$ cat config.mk
export PLATFORM = sky130hd
export DESIGN_NAME = qte_cordic
export DESIGN_NICKNAME = d
export VERILOG_FILES = /design/src/hdl/qte_pkg.sv /design/src/hdl/qte_cordic.sv
export SDC_FILE = /design/constraint.sdc
export NUM_CORES = 2
export LEC_CHECK = 0
export ABC_CLOCK_PERIOD_IN_PS = 4820
export BUFFER_PORTS_ARGS = -buffer_cell sky130_fd_sc_hd__buf_2
export CORE_UTILIZATION = 61
export CTS_BUF_LIST = sky130_fd_sc_hd__clkbuf_2
export CTS_CLUSTER_DIAMETER = 50
export DETAILED_ROUTE_END_ITERATION = 6
export PLACE_DENSITY = 0.8
export SETUP_SLACK_MARGIN = 0.1
export SYNTH_ARGS = -nofsm -noshare
export SYNTH_HDL_FRONTEND = slang
export SYNTH_SLANG_ARGS = --single-unit
$ cat constraint.sdc
create_clock -name clk -period 4.82 [get_ports clk]
set_input_delay 0.482 -clock clk [delete_from_list [all_inputs] [get_ports clk]]
set_output_delay 0.482 -clock clk [all_outputs]
set_load 0.01 [all_outputs]
$ cat src/hdl/qte_pkg.sv
// qte_pkg: shared widths, formats, angle table and sideband types for the
// quaternion to Euler angle pipeline. No dependencies.
`default_nettype none
package qte_pkg;

	localparam int IN_W                  = 16;   // Q2.14 quaternion component
	localparam int PROD_W                = 32;   // product of two components
	localparam int OP_W                  = 34;   // atan2 operands, 1.0 = 2^28
	localparam int CW                    = 36;   // CORDIC x/y datapath
	localparam int ZW                    = 26;   // angle accumulator, deg Q16
	localparam int RAD_W                 = 57;   // 1 - s^2, 1.0 = 2^56
	localparam int REM_W                 = 58;   // square root remainder
	localparam int ROOT_W                = 29;   // square root result
	localparam int ATAN_TABLE_LEN        = 24;
	localparam int CORDIC_ITERATIONS_DEF = 16;

	localparam logic signed [OP_W-1:0] ONE_Q28      = 34'sh0_1000_0000;
	localparam logic signed [OP_W-1:0] NEG_ONE_Q28  = -34'sh0_1000_0000;
	localparam logic [RAD_W-1:0]       ONE_Q56      = 57'h100_0000_0000_0000;
	localparam logic signed [ZW-1:0]   QUARTER_Q16  = 26'sd5898240;
	localparam logic signed [ZW-1:0]   RND_HALF     = 26'sd512;

	localparam logic signed [15:0] ROLL_LIMIT  = 16'sd11520;
	localparam logic signed [15:0] PITCH_LIMIT = 16'sd5760;
	localparam logic signed [15:0] FULL_TURN   = 16'sd23040;

	typedef struct packed {
		logic clamped;   // |s| reached one
		logic neg;       // sign of s
	} pitch_ctl_t;

	typedef struct packed {
		pitch_ctl_t              ctl;
		logic signed [OP_W-1:0]  s;
	} pitch_tag_t;

	// atan(2^-i) in degrees, 16 fraction bits
	function automatic logic signed [ZW-1:0] atan_deg_q16(input int i);
		logic signed [ZW-1:0] r;
		case (i)
			0:  r = 26'sd2949120;
			1:  r = 26'sd1740967;
			2:  r = 26'sd919879;
			3:  r = 26'sd466945;
			4:  r = 26'sd234379;
			5:  r = 26'sd117304;
			6:  r = 26'sd58666;
			7:  r = 26'sd29335;
			8:  r = 26'sd14668;
			9:  r = 26'sd7334;
			10: r = 26'sd3667;
			11: r = 26'sd1833;
			12: r = 26'sd917;
			13: r = 26'sd458;
			14: r = 26'sd229;
			15: r = 26'sd115;
			16: r = 26'sd57;
			17: r = 26'sd29;
			18: r = 26'sd14;
			19: r = 26'sd7;
			20: r = 26'sd4;
			21: r = 26'sd2;
			22: r = 26'sd1;
			default: r = '0;
		endcase
		return r;
	endfunction

endpackage
`default_nettype wire

$ cat src/hdl/qte_cordic.sv
// qte_cordic: pipelined CORDIC vectoring atan2 in degrees (Q16), a fold
// stage into the right half plane, then one stage per iteration.
// Depends on qte_pkg.
`default_nettype none
module qte_cordic import qte_pkg::*; #(
	parameter int ITER = CORDIC_ITERATIONS_DEF
) (
	input  wire logic                 clk,
	input  wire logic                 arst_n,
	input  wire logic                 en,
	input  wire logic                 in_valid,
	input  wire logic signed [CW-1:0] y_in,
	input  wire logic signed [CW-1:0] x_in,
	output      logic                 out_valid,
	output      logic signed [ZW-1:0] angle
);

	localparam int N = (ITER > ATAN_TABLE_LEN) ? ATAN_TABLE_LEN : ITER;

	logic                 v_s  [N+1];
	logic                 zf_s [N+1];
	logic signed [CW-1:0] x_s  [N+1];
	logic signed [CW-1:0] y_s  [N+1];
	logic signed [ZW-1:0] z_s  [N+1];

	always_ff @(posedge clk or negedge arst_n) begin
		if (!arst_n) v_s[0] <= 1'b0;
		else if (en) v_s[0] <= in_valid;
	end

	always_ff @(posedge clk) begin
		if (en) begin
			zf_s[0] <= (x_in == '0) && (y_in == '0);
			if (x_in < 0) begin
				if (y_in >= 0) begin
					x_s[0] <= y_in;
					y_s[0] <= -x_in;
					z_s[0] <= QUARTER_Q16;
				end else begin
					x_s[0] <= -y_in;
					y_s[0] <= x_in;
					z_s[0] <= -QUARTER_Q16;
				end
			end else begin
				x_s[0] <= x_in;
				y_s[0] <= y_in;
				z_s[0] <= '0;
			end
		end
	end

	for (genvar i = 0; i < N; i++) begin : g_iter
		localparam logic signed [ZW-1:0] ATAN_I = atan_deg_q16(i);
		logic signed [CW-1:0] dx, dy;

		assign dx = y_s[i] >>> i;
		assign dy = x_s[i] >>> i;

		always_ff @(posedge clk or negedge arst_n) begin
			if (!arst_n) v_s[i+1] <= 1'b0;
			else if (en) v_s[i+1] <= v_s[i];
		end

		always_ff @(posedge clk) begin
			if (en) begin
				zf_s[i+1] <= zf_s[i];
				if (y_s[i] < 0) begin
					x_s[i+1] <= x_s[i] - dx;
					y_s[i+1] <= y_s[i] + dy;
					z_s[i+1] <= z_s[i] - ATAN_I;
				end else begin
					x_s[i+1] <= x_s[i] + dx;
					y_s[i+1] <= y_s[i] - dy;
					z_s[i+1] <= z_s[i] + ATAN_I;
				end
			end
		end
	end

	assign out_valid = v_s[N];
	assign angle     = zf_s[N] ? '0 : z_s[N];

endmodule
`default_nettype wire

======== After elaboration in Yosys (flattened, before gate mapping) ========
Memory sizes are Yosys's and may differ from the RTL's.
Index checks and enable logic that the tools add are counted.
operators by class
  reductions and logical operators ........ 3
  bitwise logic cells ..................... 54
  divide/modulo/power cells ............... 0
  shift operators ......................... 0
  multiply operators ...................... 0
  equality and inequality tests ........... 0
  mux-type cells .......................... 164
  $add $sub $neg .......................... 97
  $lt $le $gt $ge ......................... 18
operators with widths
  kind                   number
  $mux W36               36
  $lt A36 B1 Y1 const B  17
  $mux W26               19
  $mux W1                109
  $add A36 B21 Y36       2
  $add A36 B22 Y36       2
  $add A36 B23 Y36       2
  $add A36 B24 Y36       2
  $add A36 B25 Y36       2
  $add A36 B26 Y36       2
  $add A36 B27 Y36       2
  $add A36 B28 Y36       2
  $add A36 B29 Y36       2
  $add A36 B30 Y36       2
  $add A36 B31 Y36       2
  $add A36 B32 Y36       2
  $add A36 B33 Y36       2
  $add A36 B34 Y36       2
  $add A36 B35 Y36       2
  $logic_not A36 Y1      2
  $neg A36 Y36           2
  $sub A36 B21 Y36       2
  $sub A36 B22 Y36       2
  $sub A36 B23 Y36       2
  49 further kinds       115
storage, ports and cells
  input port bits ......................... 76
  register bits after elaboration ......... 17
  bits in read-only memories .............. 0
  output and inout port bits .............. 27
  latch bits .............................. 0
  RAM bits ................................ 1,683
  memories ................................ 4
memory list
  name  depth  width  rd ports  clocked after Yosys merged registers in  write ports  line              RTL
  x_s   17     36     16        0                                        17           qte_cordic.sv:22  logic signed [CW-1:0] x_s [N+1];
  y_s   17     36     16        0                                        17           qte_cordic.sv:23  logic signed [CW-1:0] y_s [N+1];
  z_s   17     26     17        0                                        17           qte_cordic.sv:24  logic signed [ZW-1:0] z_s [N+1];
  zf_s  17     1      17        0                                        17           qte_cordic.sv:21  logic zf_s [N+1];

======== Logic depth before layout (Yosys ltp) ========
  depth after elaboration ................. 7
  depth in mapped cells ................... 23
  gate-level depth less buffers ........... 22

======== Worst setup path after synthesis ========
OpenSTA, ideal clock, no wires.
  path kind ............................... input to register
  start point ............................. input port en
  end point ............................... memory x_s[11][35], data pin
  setup time .............................. 0.264 ns
  stages on the path ...................... 18
  path buffers ............................ 4
  data arrival time ....................... 4.962 ns
  path slack .............................. -0.406 ns
  path through ............................ clkbuf_1 -> clkbuf_1 -> nand2b_1 -> clkbuf_1 -> clkbuf_1 -> o41ai_1 -> xnor2_1 -> ha_1 -> a21boi_0 -> or4_1 -> a22o_1 -> a31oi_1 -> o31a_1 -> o21ai_1 -> a311oi_1 -> o21ai_0 -> a221oi_1 -> xnor2_1
RTL lines
  item             line              RTL
  start, declared  qte_cordic.sv:10  input wire logic en,
  end, declared    qte_cordic.sv:22

==> results.cfg <==
[outcome]
status = complete, but fails checks
failed_checks = setup timing

[detailed_routing]
drt_iter0_markers = 10113
topRoutingLayerUsed = met5
viasPerCell = 6.222
finalWirelength_mm = 389.6
dr.pass1.iters = 7
ant_nets = 0
wl_met3_mm = 24.35
post-route-drc-count = 0
drt-wirelength-per-cell_um = 21.21
met2WireLength_mm = 187.8
num_vias = 114302
met1_length_mm = 154.3

[cells_and_area]
final_common_cell = edfxtp_1
drive_gt1_share_pct = 17.07
instances_no_fill = 18371
mostFrequentLayoutCells = 1,456 x edfxtp_1, 1,409 x ha_1, 1,355 x a21oi_1
final_util_pct = 72.33
area_delta_synth_final_pct = 17.38
fill_cells = 15339
nets = 16831

[clock_network]
cts_buffers = 400
clock_path_buffers = 4
cts.clk_slew.worst_paths_ns = 0.14
cts_tree = done
cts.sinks = 1473
htree_levels = 5
ctsRootBufferMaster = clkbuf_2
clock_latency_ns = 1.93

[synth]
syn_area_mm2 = 0.1280
synth_top_area_share_pct = 34.16
ys.flop_type = edfxtp_1
yosys.area.top_type = edfxtp_1
yosysUniqueCellTypes = 94
synth-edff-count = 1456
yosys_warnings = 0
synth_area_per_cell_um2 = 9.460
synthTopCellsByArea = edfxtp_1 34%, ha_1 14%, xnor2_1 8.7%
ys_seq_area_share_pct = 34.49
synth_nets = 15074
async_reset_ff_share_pct = 1.154
synth_cells = 13529
ys_ff_latch = 1473

[sta]
setup_slack_ns = -0.1436
slew-limit-headroom_pct = 14.81
period_share_pct = 103.0
final-hold-violation-count = 0
worst_pin_slew_ns = 1.278
rsz0062_at_grt = yes
fmaxAchievable_ghz = 0.2015
slew_violations = 0
skew_ns = 0.1981
finalCriticalPeriod_ns = 4.964
setup_viol = 3

[global_route]
grt_pass1_wl_mm = 598.3
grt_max_degree = 159
grt.total_usage_pct = 35.17
antenna_found_initial = 14
gr-total-overflow = 0
first_global_vias = 111135

[critical_path]
worst-path-buf-inv = 2
critPathKind = flop to flop
crit_top_cell = a21o_1
critPathTopFamily = simple AND/OR/NAND/NOR gates
rrSetupSlack_ns = -0.14
critical_path.max_stage_delay_ns = 0.45
slowest_stage = or4_4
path_max_fanout = 3
cp.arrival_ns = 6.52
crit_chain = or3_4, nor3b_4, nand2_1, or4_4, or4_4, inv_2, nand2_4, o41ai_4, xnor2_1, ha_1, a21o_1, a21o_1, a21oi_1, o21ai_1, a21o_1, nand2_2, o41ai_4, o41ai_2, buf_4, o2111ai_2, a21oi_2, xnor2_1
critPathRequiredTime_ns = 6.38
cp-start-kind = flop
end_kind = flop

[die]
dieArea_mm2 = 0.2117
initial_core_util_pct = 61.62
core_area_mm2 = 0.2077
num_rows = 167
die_y_um = 460.1
fp.dieW_um = 460.1
io_pins = 103

[flow_run]
drv_cap = 0

[worst_hold_path]
hp-class = input port to flop

[place]
io_buffers = 101
place_congestion = 1.001
dp.cells = 17261
place_hpwl_mm = 294.7
[state kept, by name, summed over array words and instances (netlist names)]
signal,flops
out_valid,1
x_s,526
y_s,540
z_s,373
v_s,16
zf_s,17
[path summary, 6_finish.rpt]
kind	end	startpoint	cells after the start
setup / recovery	x_s[3][35]	y_s[2][5]	22
hold / removal	x_s[0][9]	y_in[9]	5
setup reg to reg	x_s[3][35]	y_s[2][5]	22
hold reg to reg	zf_s[11]	zf_s[10]	0
max in group asynchronous	v_s[16]	arst_n	4
min in group asynchronous	v_s[15]	arst_n	4
[metrics by stage]
step | setup slack (ns) | TNS, ns | cell area [um^2] | hold slack, ns
after floorplan | -0.03142 | -0.03142 | 128100 | 0.1864
after global placement | -0.3097 | -2.956 | 139700 | 0.4015
after detailed placement | -0.3897 | -4.855 | 139700 | 0.4045
after CTS | 0.03997 | 0 | 146900 | 0.001685
after global routing | -0.2845 | -1.454 | 150200 | 0.03559
final | -0.1436 | -0.2328 | 150200 | 0.1707
[kinds of logic after synthesis]
| logic type | after synthesis | share of synthesized area (%) |
|---|---|---|
| other | 1 | 0.002930 |
| adders and majority gates | 1469 | 14.60 |
| AOI/OAI and AO/OA | 4205 | 20.87 |
| and+or+nand+nor | 3483 | 13.40 |
| buffers and inverters | 847 | 2.493 |
| DFF | 1473 | 34.49 |
| muxes | 86 | 0.7009 |
| xor gates and xnor gates | 1965 | 13.45 |
[Yosys cell counts (all sizes together), types with 106 or more instances]
cell type	number
or3	109
nor2	1102
o21ai	743
edfxtp	1456
nand2b	247
o31ai	155
nand2	646
o21a	180
clkbuf	240
a21oi	1444
o21bai	203
nor3	330
a211oi	121
nand4	106
and3	111
inv	543
a21o	617
ha	1429
a31oi	125
xnor2	1268
xor2	697
nand3	190
nor2b	247
[final cells by class]
cell class                 count  area, um^2  share of cell area, %
sequential                  1473       44150                  29.39
multi-input combinational  11209       83630                  55.67
clock inverter               145        1095                 0.7287
inverter                     554        2079                  1.384
antenna                       17       42.54                0.02832
clock buffer                 537        2688                  1.789
tap                         2788        3488                  2.322
timing repair buffer        1648       13070                  8.696
[per-layer routing]
layer	track usage, %	vias up
li1	-	53997
met1	42.61	54164
met2	60.14	4772
met3	5.161	1355
met4	18.95	14
met5	0.1607	-
[worst register-to-register path: stages, from the launching register on]
cell	delay, ns
edfxtp_1	0.41
or3_4	0.41
nor3b_4	0.22
nand2_1	0.11
or4_4	0.43
or4_4	0.45
inv_2	0.09
nand2_4	0.06
o41ai_4	0.29
xnor2_1	0.17
ha_1	0.27
a21o_1	0.19
a21o_1	0.17
a21oi_1	0.13
o21ai_1	0.10
a21o_1	0.20
nand2_2	0.09
o41ai_4	0.10
o41ai_2	0.21
buf_4	0.18
o2111ai_2	0.13
a21oi_2	0.17
xnor2_1	0.07
[what timing repair did]
| item | 4_1_cts | 5_1_grt |
|---|---|---|
| hold endpoints to repair | 1767 | 0 |
| pin swaps | 53 | 256 |
| setup endpoints to repair | 97 | 228 |
| hold buffers | 253 | 0 |
| buffers inserted | 37 | 122 |
| gates resized for setup | 133 | 554 |
Power is left out: the tool's default activity adds up to more than one toggle a clock period on the data nets, which glitch-free logic cannot reach.
