## src/hdl/qte_pkg.sv

```systemverilog
// qte_pkg: shared widths, formats, angle table and sideband types for the
// quaternion to Euler angle pipeline. No dependencies.
`default_nettype none
package qte_pkg;

	localparam int IN_W                  = 16;   // Q2.14 quaternion component
	localparam int PROD_W                = 32;   // product of two components
	localparam int OP_W                  = 34;   // atan2 operands, 1.0 = 2^28
	localparam int CW                    = 36;   // CORDIC x/y datapath
	localparam int ZW                    = 26;   // angle accumulator, deg Q16
	localparam int RAD_W                 = 57;   // 1 - s^2, 1.0 = 2^56
	localparam int REM_W                 = 58;   // square root remainder
	localparam int ROOT_W                = 29;   // square root result
	localparam int ATAN_TABLE_LEN        = 24;
	localparam int CORDIC_ITERATIONS_DEF = 16;

	localparam logic signed [OP_W-1:0] ONE_Q28      = 34'sh0_1000_0000;
	localparam logic signed [OP_W-1:0] NEG_ONE_Q28  = -34'sh0_1000_0000;
	localparam logic [RAD_W-1:0]       ONE_Q56      = 57'h100_0000_0000_0000;
	localparam logic signed [ZW-1:0]   QUARTER_Q16  = 26'sd5898240;
	localparam logic signed [ZW-1:0]   RND_HALF     = 26'sd512;

	localparam logic signed [15:0] ROLL_LIMIT  = 16'sd11520;
	localparam logic signed [15:0] PITCH_LIMIT = 16'sd5760;
	localparam logic signed [15:0] FULL_TURN   = 16'sd23040;

	typedef struct packed {
		logic clamped;   // |s| reached one
		logic neg;       // sign of s
	} pitch_ctl_t;

	typedef struct packed {
		pitch_ctl_t              ctl;
		logic signed [OP_W-1:0]  s;
	} pitch_tag_t;

	// atan(2^-i) in degrees, 16 fraction bits
	function automatic logic signed [ZW-1:0] atan_deg_q16(input int i);
		logic signed [ZW-1:0] r;
		case (i)
			0:  r = 26'sd2949120;
			1:  r = 26'sd1740967;
			2:  r = 26'sd919879;
			3:  r = 26'sd466945;
			4:  r = 26'sd234379;
			5:  r = 26'sd117304;
			6:  r = 26'sd58666;
			7:  r = 26'sd29335;
			8:  r = 26'sd14668;
			9:  r = 26'sd7334;
			10: r = 26'sd3667;
			11: r = 26'sd1833;
			12: r = 26'sd917;
			13: r = 26'sd458;
			14: r = 26'sd229;
			15: r = 26'sd115;
			16: r = 26'sd57;
			17: r = 26'sd29;
			18: r = 26'sd14;
			19: r = 26'sd7;
			20: r = 26'sd4;
			21: r = 26'sd2;
			22: r = 26'sd1;
			default: r = '0;
		endcase
		return r;
	endfunction

endpackage
`default_nettype wire

```

## src/hdl/qte_isqrt.sv

```systemverilog
// qte_isqrt: pipelined digit-by-digit integer square root, one result bit
// per stage, with the pitch sideband carried alongside. Depends on qte_pkg.
`default_nettype none
module qte_isqrt import qte_pkg::*; (
	input  wire logic              clk,
	input  wire logic              arst_n,
	input  wire logic              en,
	input  wire logic              in_valid,
	input  wire logic [RAD_W-1:0]  rad,
	input  wire pitch_tag_t        tag_in,
	output      logic              out_valid,
	output      logic [ROOT_W-1:0] root,
	output      pitch_tag_t        tag_out
);

	logic             v_s   [ROOT_W+1];
	logic [REM_W-1:0] rem_s [ROOT_W+1];
	logic [REM_W-1:0] res_s [ROOT_W+1];
	pitch_tag_t       tag_s [ROOT_W+1];

	assign v_s[0]   = in_valid;
	assign rem_s[0] = REM_W'(rad);
	assign res_s[0] = '0;
	assign tag_s[0] = tag_in;

	for (genvar k = 0; k < ROOT_W; k++) begin : g_stage
		localparam logic [REM_W-1:0] BITV = REM_W'(1) << (2 * (ROOT_W - 1 - k));
		logic [REM_W-1:0] trial;
		logic             take;

		assign trial = res_s[k] + BITV;
		assign take  = rem_s[k] >= trial;

		always_ff @(posedge clk or negedge arst_n) begin
			if (!arst_n) v_s[k+1] <= 1'b0;
			else if (en) v_s[k+1] <= v_s[k];
		end

		always_ff @(posedge clk) begin
			if (en) begin
				rem_s[k+1] <= take ? rem_s[k] - trial : rem_s[k];
				res_s[k+1] <= take ? (res_s[k] >> 1) + BITV : res_s[k] >> 1;
				tag_s[k+1] <= tag_s[k];
			end
		end
	end

	assign out_valid = v_s[ROOT_W];
	assign root      = res_s[ROOT_W][ROOT_W-1:0];
	assign tag_out   = tag_s[ROOT_W];

endmodule
`default_nettype wire

```

## config.mk

```make
export PLATFORM = sky130hd
export DESIGN_NAME = qte_isqrt
export DESIGN_NICKNAME = d
export VERILOG_FILES = /design/src/hdl/qte_pkg.sv /design/src/hdl/qte_isqrt.sv
export SDC_FILE = /design/constraint.sdc
export NUM_CORES = 2
export LEC_CHECK = 0
export ABC_AREA = 0
export BUFFER_PORTS_ARGS = -buffer_cell sky130_fd_sc_hd__buf_2
export CAP_MARGIN = 10
export CORE_MARGIN = 2
export CORE_UTILIZATION = 60
export DETAILED_ROUTE_END_ITERATION = 6
export GPL_ROUTABILITY_DRIVEN = 0
export GPL_TIMING_DRIVEN = 0
export PLACE_DENSITY = 0.73
export SETUP_SLACK_MARGIN = 0.3
export SLEW_MARGIN = 20
export SYNTH_ARGS = -nofsm -noshare
export SYNTH_HDL_FRONTEND = slang
export SYNTH_SLANG_ARGS = --single-unit
```

## constraint.sdc

```tcl
create_clock -name clk -period 5.27 [get_ports clk]
set_input_delay 0.2635 -clock clk [delete_from_list [all_inputs] [get_ports clk]]
set_output_delay 0.2635 -clock clk [all_outputs]
set_load 0.05 [all_outputs]
```

-- Word-level counts from Yosys, hierarchy flattened
Cells that the tools add are included.
- mux-type cells: 57
- add/sub/neg operators: 84
- $lt $le $gt $ge: 29
- operators by type and width (operator ; count):
    $mux 57 ; 29
    $ge 58x58->1 ; 28
    $mux 58 ; 27
    $sub 58x58->58 ; 27
    $add 57x11->58 const B ; 1
    $add 57x13->58 const B ; 1
    $add 57x15->58 const B ; 1
    $add 57x17->58 const B ; 1
    $add 57x19->58 const B ; 1
    $add 57x21->58 const B ; 1
    $add 57x23->58 const B ; 1
    $add 57x25->58 const B ; 1
    $add 57x27->58 const B ; 1
    $add 57x29->58 const B ; 1
    $add 57x3->58 const B ; 1
    $add 57x31->58 const B ; 1
    $add 57x33->58 const B ; 1
    $add 57x35->58 const B ; 1
    $add 57x37->58 const B ; 1
    $add 57x39->58 const B ; 1
    $add 57x41->58 const B ; 1
    $add 57x43->58 const B ; 1
    $add 57x45->58 const B ; 1
    $add 57x47->58 const B ; 1
    39 further kinds ; 39
- output and inout bits: 66
- register bits: 4350

-- Depth between registers and ports, before layout
- depth after elaboration: 3
- gate-level depth with buffers: 15
- mapped depth without buffers: 14

-- Worst setup path after synthesis
OpenSTA, ideal clock, no wires.
- path type: register to register
- start: register rem_s[183] (netlist bit)
- end: register rem_s[170] (netlist bit), data pin
- data arrival time: 3.440 ns
- path slack: 1.572 ns
- required time: 5.012 ns
- cell stages (with the launch flop): 13
- cell sequence: edfxtp_1 > ha_1 > or4_1 > o21ai_0 > a211oi_1 > a21oi_1 > o21ai_1 > a311oi_1 > nor2b_1 > or4_1 > clkbuf_1 > or4_1 > xnor2_1
- longest elaborated chain between the ends: 2
- ends and longest elaborated chain (what ; line ; text):
    start, declared ; qte_isqrt.sv:17 ; logic [REM_W-1:0] rem_s [ROOT_W+1];
    start signal, assigned by index ; qte_isqrt.sv:41 ; rem_s[k+1] <= take ? rem_s[k] - trial : rem_s[k];
    $sub 58x58->58 or $ge 58x58->1 (tied branches) ; qte_isqrt.sv:41, qte_isqrt.sv:32 ;
    $mux 58 * ; qte_isqrt.sv:41 ;
Every way passes the cells marked *; elsewhere a longest branch is shown, timed or not.
A chain may end at the register's enable or synchronous reset.

-- Final worst setup path
- start: register rem_s[553] (netlist bit)
- end: register rem_s[520] (netlist bit), data pin
- longest elaborated chain between the ends: 2
- ends and longest elaborated chain (what ; line ; text):
    $ge 58x58->1 ; qte_isqrt.sv:32 ; assign take = rem_s[k] >= trial;
    net g_stage[20].take ; qte_isqrt.sv:29 ; logic take;
    $mux 58 ; qte_isqrt.sv:41 ;
The timed path passes the listed nets, and every way through them passes these cells.

==> results.json <==
{
  "status": "finished with violations",
  "violations": "design-rule violations",
  "finalNonFillerCells": 12688,
  "path_cells": "ha_1 > nand2_1 > nor3_2 > nand4_1 > nor4_2 > nand2b_1 > or2_2 > nor2_1 > clkinv_1 > o211ai_1 > nor3_1 > nand3_1 > xnor2_1",
  "grtUsageMet2_pct": 41.38,
  "drc_errors": 3,
  "async_flop_share_pct": 0.9259,
  "required_ns": 5.91,
  "die_w_um": 470.3,
  "ios": 163,
  "first_global_vias": 74615,
  "die-area_um2": 221200,
  "crit_type": "reg2reg",
  "vias_per_cell": 5.792,
  "place_inst": 11921,
  "setup_violations": 0,
  "antenna_left": 0,
  "p_seq_share_pct": 50.4,
  "rr_endpoint": "rem_s[520]$_DFFE_PP_",
  "power_switching_mw": 16.60,
  "grt-ovfl-total": 0,
  "pwr-share-clk_pct": 34.0,
  "finalHoldViolations": 0,
  "comb_power_share_pct": 15.5,
  "grt_max_degree": 158,
  "via_count": 73493,
  "wire_per_inst_um": 19.83,
  "busiest_layer": "met2",
  "r2r_slack_ns": 0.41,
  "slowest_stage": "nor3_2",
  "cp.arrival_ns": 5.50,
  "worst_pin_slew_ns": 1.230,
  "critPathCapture": "rem_s[520]$_DFFE_PP_",
  "finalClockSkew_ns": 0.07628,
  "use_met1_pct": 24.72,
  "vdd_drop_max_mv": 0.3544,
  "hold_slack_ns": 0.06369,
  "cts_tree": "done",
  "synth-seq-area-share_pct": 71.97,
  "avgSynthCellArea_um2": 14.69,
  "path_max_fanout": 7,
  "synth_area_um2": 130500,
  "reg2reg_depth": 13,
  "use_met3_pct": 3.848,
  "cts_buffers": 331,
  "setup.worst_path.end_class": "flop",
  "grt_pass1_wl_um": 392900,
  "power.total_mw": 64.40,
  "gr-usage-all-layers_pct": 22.51,
  "internal_power_mw": 47.80,
  "reg2reg_from": "rem_s[553]$_DFFE_PP_",
  "die_height_um": 470.3,
  "finalCritPeriodShare_pct": 92.18,
  "startpoint_type": "flop",
  "cts_max_level": 5,
  "cts-root-buf": "clkbuf_16",
  "antenna_found_initial": 17,
  "power_density_nw_per_um2": 436.1,
  "synth_cells": 8881,
  "dp_hpwl_um": 171600,
  "ys_ff_latch": 3132,
  "synth_cell_type_count": 90,
  "wirelength_um": 251500,
  "max_slew_margin_pct": 16.87,
  "whs_path_depth": 2,
  "tns_ns": 0,
  "fmax_mhz": 205.8,
  "leakage_nw": 54.10,
  "clockBufferDepth": 4,
  "maxSlewViolCount": 0,
  "maxCapViolCount": 0,
  "cts.clk_slew.worst_paths_ns": 0.06,
  "num_rows": 171,
  "critPathMaxStageDelay_ns": 0.65,
  "post-route-min-period_ns": 4.858,
  "yosysWarningCount": 0,
  "synth_edf_count": 3103,
  "nets": 10143,
  "start_util_pct": 60.20,
  "min_path_type": "in2reg",
  "crit_start": "rem_s[553]$_DFFE_PP_",
  "cts.sinks": 3132,
  "core_area_um2": 216700,
  "io_buffer_count": 161,
  "drtIter0Drc": 6839,
  "dr.pass1.iters": 7,
  "rsz0062_at_grt": "yes",
  "syn2layout_area_growth_pct": 13.16,
  "drive_above_1_share_pct": 8.395,
  "swShare_pct": 25.77,
  "clk_latency_ns": 0.97,
  "synthFlopType": "edfxtp_1"
}
registers in the layout (all words and copies together), names as in the netlist:
name and count:
tag_out 36, tag_s 1008, res_s 406, rem_s 1624, v_s 28, out_valid 1
root 29
layer usage:
metal	share of wire, %	routed length [µm]
met1	36	91540
met2	53	132800
met3	5.2	13120
met4	5.6	14090
met5	0	0
worst min-delay path by stage:
stage	from	endpoint	slack (ns)
finish	tag_in[0]	tag_s[1008]$_DFFE_PP_	0.06
global route	tag_in[17]	tag_s[1025]$_DFFE_PP_	0.02
CTS	tag_in[17]	tag_s[1025]$_DFFE_PP_	0.0007
detailed placement	arst_n	v_s[1]$_DFFE_PN0P_	0.31
global placement	arst_n	out_valid$_DFFE_PN0P_	0.28
floorplan	arst_n	out_valid$_DFFE_PN0P_	-0.03
worst max-delay path: cells and delay by family (launching register included):
kind / cells / cell delay, ns
AO/OA/AOI/OAI: 1 / 0.19
XOR/XNOR: 1 / 0.16
adder cells (fa/ha/maj): 1 / 0.41
buffers and inverters: 1 / 0.27
flip-flops: 1 / 0.40
AND/OR/NAND/NOR: 9 / 3.12
metrics by stage:
stage / setup slack, ns / utilization (%) / area (µm²)
after floorplan: 1.572 / - / 130500
after global placement: -43.56 / 62.22 / 134900
after detailed placement: 0.1967 / 62.54 / 135600
after CTS: 0.4432 / 68.09 / 147600
after global routing: 0.2880 / 68.12 / 147600
final: 0.4119 / 68.13 / 147700
placed cells by master (no fill, tap or decap), types with 57 or more instances in the layout:
master | Yosys | routed
edfxtp_1 | 3103 | 3103
inv_1 | 566 | 566
nand2_1 | 549 | 549
nor2_1 | 477 | 477
ha_1 | 460 | 460
a21oi_1 | 451 | 451
o21ai_0 | 407 | 407
xnor2_1 | 363 | 363
xor2_1 | 353 | 353
clkbuf_16 | 0 | 338
nor4_1 | 263 | 257
nor3_1 | 239 | 238
clkbuf_1 | 139 | 211
dlygate4sd3_1 | 0 | 185
buf_2 | 13 | 174
a21o_1 | 159 | 159
nand4_1 | 111 | 111
nand3_1 | 110 | 110
nand2b_1 | 96 | 96
mux2_2 | 87 | 87
or3_1 | 84 | 84
o21a_1 | 69 | 69
nor2b_1 | 69 | 69
clkinv_1 | 2 | 67
or4_1 | 57 | 57
power groups by stage:
stage / logic [mW] / registers [mW] / clock network, mW
after detailed placement: 9.65 / 32.9 / 0
after CTS: 9.83 / 32.4 / 22.3
after global placement: 9.23 / 35.1 / 0
final: 10.0 / 32.5 / 21.9
after floorplan: 7.10 / 32.3 / 0
after global routing: 11.1 / 32.7 / 23.4
kinds of logic after synthesis:
logic type / Yosys count / share of synthesized area [%]
buffers and inverters: 768 / 2.331
other: 1 / 0.002874
XOR/XNOR: 716 / 4.806
AND/OR/NAND/NOR: 2284 / 8.960
AO/OA/AOI/OAI: 1423 / 6.695
flip-flops: 3132 / 71.97
adder cells (fa/ha/maj): 460 / 4.411
multiplexers: 97 / 0.8275
final cells by class:
| cell class | instances | area, µm² |
|---|---|---|
| well taps | 2854 | 3571 |
| fillers | 14185 | 69080 |
| clock buffers | 411 | 8742 |
| inverters | 570 | 2140 |
| repair buffers | 371 | 3331 |
| plain buffers | 198 | 902.1 |
| multi-input cells | 4982 | 33610 |
| diodes | 19 | 47.55 |
| flip-flops and latches | 3132 | 93910 |
| clock inverters | 151 | 1404 |
repair_timing:
action | in CTS | in global routing
setup buffers | 0 | 0
setup endpoints to repair | 7 | 11
hold endpoints to repair | 192 | 0
gates resized for setup | 2 | 2
hold buffers | 186 | 0
pin swaps | 0 | 0
cells in the mapped netlist, types with 87 or more instances:
master    count  area share (%)
nand2b_1     96            0.46
a21oi_1     451             1.7
xor2_1      353             2.4
nor2_1      477             1.4
xnor2_1     363             2.4
nand2_1     549             1.6
mux2_2       87            0.75
clkbuf_1    139            0.40
o21ai_0     407             1.6
nand4_1     111            0.53
ha_1        460             4.4
a21o_1      159            0.91
nor3_1      239            0.92
nand3_1     110            0.42
edfxtp_1   3103              71
inv_1       566             1.6
nor4_1      263             1.3
(Power assumes the default switching activity.)
